==> src/sv/assert_macros.svh <==
// Assertion macros shared by the RLS estimator RTL.
`ifndef ASSERT_MACROS_SVH
`define ASSERT_MACROS_SVH

// same-cycle implication, checked on rising clk outside reset
`define AST_IMP(label, ante, cons, msg) \
  label: assert property (@(posedge clk) disable iff (rst) (ante) |-> (cons)) else $error(msg);

// next-cycle implication
`define AST_NXT(label, ante, cons, msg) \
  label: assert property (@(posedge clk) disable iff (rst) (ante) |=> (cons)) else $error(msg);

`endif

==> src/sv/rls_pkg.sv <==
// Shared types, constants and saturation helpers for the RLS estimator.
`timescale 1ns / 1ps
`default_nettype none
package rls_pkg;

  localparam int NP    = 8;
  localparam int PW    = 48;
  localparam int DW    = 32;
  localparam int ACC_W = 100;
  localparam int FRAC  = 24;
  localparam int NUM_W = PW + FRAC;

  typedef logic signed [PW-1:0]    pval_t;
  typedef logic signed [DW-1:0]    dval_t;
  typedef logic signed [ACC_W-1:0] acc_t;

  localparam acc_t  ONE_Q    = acc_t'(1) <<< FRAC;
  localparam pval_t DIAG_RST = pval_t'(64'd1000 << FRAC);

  localparam logic [2:0] OP_NONE = 3'd0;
  localparam logic [2:0] OP_PX   = 3'd1;
  localparam logic [2:0] OP_R    = 3'd2;
  localparam logic [2:0] OP_DEN  = 3'd3;
  localparam logic [2:0] OP_UPD  = 3'd4;
  localparam logic [2:0] OP_E    = 3'd5;
  localparam logic [2:0] OP_G    = 3'd6;
  localparam logic [2:0] OP_W    = 3'd7;

  localparam logic [1:0] TD_R   = 2'd0;
  localparam logic [1:0] TD_DEN = 2'd1;
  localparam logic [1:0] TD_E   = 2'd2;

  localparam logic [1:0] STEP_COMMIT = 2'd3;
  localparam logic [2:0] J_LAST      = 3'(NP - 1);

  typedef struct packed {
    logic [2:0] op;
    logic [1:0] step;
    logic [2:0] j;
    logic       restart;
    logic       div_start;
    logic       k_load;
  } lane_ctl_t;

  typedef struct packed {
    logic       vld;
    logic [1:0] dest;
    logic [2:0] j;
  } tree_tag_t;

  function automatic pval_t sat48(input acc_t v);
    if ((&v[ACC_W-1:PW-1]) || !(|v[ACC_W-1:PW-1])) return v[PW-1:0];
    return v[ACC_W-1] ? {1'b1, {(PW-1){1'b0}}} : {1'b0, {(PW-1){1'b1}}};
  endfunction

  function automatic dval_t sat32(input acc_t v);
    if ((&v[ACC_W-1:DW-1]) || !(|v[ACC_W-1:DW-1])) return v[DW-1:0];
    return v[ACC_W-1] ? {1'b1, {(DW-1){1'b0}}} : {1'b0, {(DW-1){1'b1}}};
  endfunction

endpackage
`default_nettype wire

==> src/sv/rls_merge.sv <==
// Registered adder tree across lanes; produces r, denominator and error.
`timescale 1ns / 1ps
`default_nettype none
module rls_merge (
  input  wire logic               clk,
  input  wire logic               rst,
  input  wire rls_pkg::tree_tag_t tag,
  input  wire rls_pkg::acc_t      prod [rls_pkg::NP],
  input  wire rls_pkg::dval_t     y,
  output rls_pkg::pval_t          r [rls_pkg::NP],
  output rls_pkg::pval_t          den,
  output rls_pkg::pval_t          e
);

  rls_pkg::acc_t l1 [4];
  rls_pkg::acc_t l2 [2];
  rls_pkg::acc_t l3, sh;
  rls_pkg::tree_tag_t t1, t2, t3;

  assign sh = l3 >>> rls_pkg::FRAC;

  always_ff @(posedge clk) begin
    if (rst) begin
      t1 <= '0;
      t2 <= '0;
      t3 <= '0;
    end else begin
      t1 <= tag;
      t2 <= t1;
      t3 <= t2;
    end
  end

  always_ff @(posedge clk) begin
    for (int m = 0; m < 4; m++) l1[m] <= prod[2*m] + prod[2*m+1];
    for (int m = 0; m < 2; m++) l2[m] <= l1[2*m] + l1[2*m+1];
    l3 <= l2[0] + l2[1];
    if (t3.vld) begin
      unique case (t3.dest)
        rls_pkg::TD_R:   r[t3.j] <= rls_pkg::sat48(sh);
        rls_pkg::TD_DEN: den     <= rls_pkg::sat48(sh + rls_pkg::ONE_Q);
        rls_pkg::TD_E:   e       <= rls_pkg::sat48(rls_pkg::ACC_W'(y) - sh);
        default: ;
      endcase
    end
  end

endmodule
`default_nettype wire

==> config.mk <==
export PLATFORM = sky130hd
export DESIGN_NAME = rls_merge
export DESIGN_NICKNAME = d
export VERILOG_FILES = /design/src/sv/assert_macros.svh /design/src/sv/rls_pkg.sv /design/src/sv/rls_merge.sv
export SDC_FILE = /design/constraint.sdc
export NUM_CORES = 2
export LEC_CHECK = 0
export BUFFER_PORTS_ARGS = -buffer_cell sky130_fd_sc_hd__buf_2
export CAP_MARGIN = 20
export CORE_AREA = 10 10 500 502
export CTS_CLUSTER_SIZE = 24
export DETAILED_ROUTE_END_ITERATION = 12
export DIE_AREA = 0 0 510 512
export GPL_ROUTABILITY_DRIVEN = 1
export PLACE_DENSITY = 0.49
export SYNTH_ARGS = -nofsm -noshare
export SYNTH_HDL_FRONTEND = slang
export SYNTH_SLANG_ARGS = --single-unit
==> constraint.sdc <==
create_clock -name clk -period 13.6 [get_ports clk]
set_input_delay 2.72 -clock clk [delete_from_list [all_inputs] [get_ports clk]]
set_output_delay 2.72 -clock clk [all_outputs]
set_load 0.01 [all_outputs]
==> flow_summary.ini <==
[synthesis]
synth_top_area_share = 0.191
syn_area_um2 = 75400
syn-num-nets = 9907
synth_cells = 8291
yosysWarnings = 0
synthFlopType = dfxtp_1
synth_edf_count = 480
synth_seq_cells = 1174
synthArstFlopShare = 0
synthTopCellsByArea = edfxtp_1 19%, dfxtp_1 18%, ha_1 13%, a21oi_1 6.3%, xnor2_1 5.6%
synth_top_cell_by_area = edfxtp_1
synth_cell_types = 88
syn_avg_cell_area_um2 = 9.09
ys_seq_area_frac = 0.376

[drt]
dr.pass1.iters = 5
wl_met2_um = 156000
drc_errors = 0
topRoutingLayerUsed = met5
drt-initial-drc-count = 5428
routed_via_density = 5.38
wl_um = 333000
ant_nets = 0
wl_met1_um = 142000
wl_per_cell_um = 26.0
vias = 68900
dr_wl_met3_um = 20700

[timing]
setup_tns_ns = 0
setup_ws_ns = 5.51
fin_crit_sh = 0.595
fin_crit_ns = 8.09
max-slew-margin-rel = 0.231
rsz0062_at_grt = false
fmax_mhz = 124
hold_viol = 0
setup_viol = 0
clock_skew_ns = 0.0531
worst_pin_slew_ns = 1.14
report.final.slew_viol_count = 0

[critical_path]
cp_data_arrival_time_ns = 8.62
path_max_fanout = 47
regToRegEndpoint = e[18]
worstPathRequired_ns = 14.14
ff2ff_setup_slack_ns = 7.15
worstSetupEndpointType = flip-flop
r2r_cells = 18
setup.worst_path.class = in2reg
startpoint_type = input port
r2r_start = l3[28]

[clock_network]
post_cts_resized = 0
cts_inserted_buffers = 136
cts_max_path_buffers = 3
ctsHoldBuffers = 0
clk_latency_ns = 0.82
h-tree-depth = 4
clk_pin_slew_ns = 0.06
cts_setup_buffers = 0
cts_tree = yes
cts.sinks = 1174
root_buffer = clkbuf_16

[place]
dp_hpwl_um = 285000
dpl_worst_slack_ns = 4.80
place_congestion = 1.00
port_buffers = 1319

[worst_hold_path]
min_path_type = reg2reg
hold_depth = 1
hold_path_end = t3[3]
min_from = t2[3]

[power_and_ir_drop]
ir_drop_uv = 131
power_density_nw_per_um2 = 208
leakage_nw = 39.1

[grt]
grt_pass1_vias = 69100
antenna_found_initial = 84
track_usage = 0.241
overflow = 0
grt_max_degree = 49
grt_pass1_wl_um = 474000

[floorplanning]
die_y_um = 512
die_width_um = 510
placementRows = 180
initial_core_util = 0.315
core_um2 = 240000
die_area_um2 = 261000
pin_count = 1320

[cells_and_area]
finish.utilization = 0.375
drive_above_1_share = 0.173
nets = 11100
syn_to_final_growth_pct = 19.4

[job]
cap_viol_max_count = 0

[outcome]
status = completed
==> stage by stage <==
| stage | power (mW) | instances | hold WS, ns | cell area [um2] |
|---|---|---|---|---|
| final | 18.7 | 12800 | 0.434 | 90000 |
| after global routing | 19.9 | 12800 | 0.461 | 89900 |
| after CTS | 18.8 | 12800 | 0.434 | 89900 |
| after detailed placement | 14.8 | 12500 | 0.420 | 85100 |
| after global placement | 14.8 | 12500 | 0.417 | 85000 |
| after floorplan | 11.4 | 8291 | 0.414 | 75400 |
==> layout by cell type (no fill, tap or decap), types with 26 or more instances in the layout <==
cell type	Yosys	routed
buf_2	7	1319
a21oi_1	956	956
ha_1	769	769
dfxtp_1	694	694
nand2_1	683	683
o21ai_0	497	495
a21o_1	486	486
xnor2_1	481	481
edfxtp_1	480	480
nor2_1	459	452
inv_1	293	293
xor2_1	258	258
nand4_1	217	217
nand3_1	178	178
o21bai_1	170	170
clkbuf_16	0	136
nor3_1	130	128
nor2b_1	108	108
a31oi_1	101	101
nand2b_1	88	88
and3_1	71	70
o21a_1	70	70
a211oi_1	64	64
and2_1	55	55
o211ai_1	45	45
nor4_1	44	44
mux2i_1	44	44
o31ai_1	42	42
buf_4	1	37
diode_2	0	34
a221oi_1	30	30
a21boi_0	30	30
or3_1	30	30
and4_1	29	29
or2_2	29	29
clkbuf_1	307	29
o31a_1	26	26
==> cells in the mapped netlist (all sizes together) (29+ instances only) <==
cell type	n
xor2	258
a31oi	101
a21boi	30
nand4	217
nor2b	108
or2	29
dfxtp	694
ha	769
a21o	486
a221oi	30
nor4	44
and3	71
o21ai	501
and4	29
xnor2	481
nor3	130
or3	30
clkbuf	309
a21oi	956
edfxtp	480
nand3	178
a211oi	64
and2	55
o31ai	42
nand2	683
o21a	71
o21bai	170
nor2	460
inv	293
o211ai	45
mux2i	44
nand2b	88
==> worst max-delay path, cell delays in order <==
cell and delay, ns:
buf_2 0.12, buf_4 0.52, ha_1 0.42, a21o_1 0.21
a211oi_1 0.74, a21oi_1 0.19, nand2_1 0.22, a21oi_1 0.11
o311ai_0 0.77, nand4_1 0.27, a211oi_1 0.38, nand4_1 0.15
nand4b_1 0.22, nor4_1 0.28, a31o_2 0.17, buf_4 0.61
mux2_1 0.39
==> layer usage <==
layer | GRT usage | vias to the layer above
li1 | - | 33000
met1 | 0.303 | 32900
met2 | 0.408 | 2470
met3 | 0.0423 | 519
met4 | 0.0936 | 24
met5 | 0 | -
==> how the worst max path moves through the flow <==
stage,startpoint,end
floorplan,y[4],e[18]
global placement,y[31],e[19]
detailed placement,y[31],e[18]
CTS,y[31],e[18]
global route,y[31],e[21]
finish,y[31],e[18]
==> report_power, final <==
part | switching, mW | total, mW | internal [mW]
combinational | 5.97 | 9.39 | 3.43
clock | 1.63 | 3.89 | 2.27
sequential | 0.692 | 5.40 | 4.71
total | 8.28 | 18.7 | 10.4
==> kinds of logic (layout without fill, tap and decap cells) <==
kind of cell,Yosys count,after routing,share of synthesized area
simple gates,2182,2182,0.141
flops,1174,1174,0.376
mux,52,52,0.00704
xor+xnor,739,739,0.0859
buf+inv,616,1902,0.0316
fa+ha+maj,776,776,0.130
other cells,0,34,0
compound gates,2752,2752,0.230
==> sequential cells by signal, summed over array words and instances, names as in the netlist <==
register,count
l1,400
r,384
l2,200
l3,76
den,48
e,48
t1,6
t2,6
t3,6
==> cell type report <==
| class | count | area (um2) |
|---|---|---|
| Clock inverter | 74 | 1130 |
| Timing Repair Buffer | 1358 | 6910 |
| Fill cell | 24500 | 150000 |
| Tap cell | 3185 | 3990 |
| Antenna cell | 34 | 85.1 |
| Inverter | 293 | 1100 |
| Clock buffer | 177 | 3670 |
| Sequential cell | 1174 | 28300 |
| Multi-Input combinational cell | 6501 | 44800 |
(Power assumes the default switching activity.)
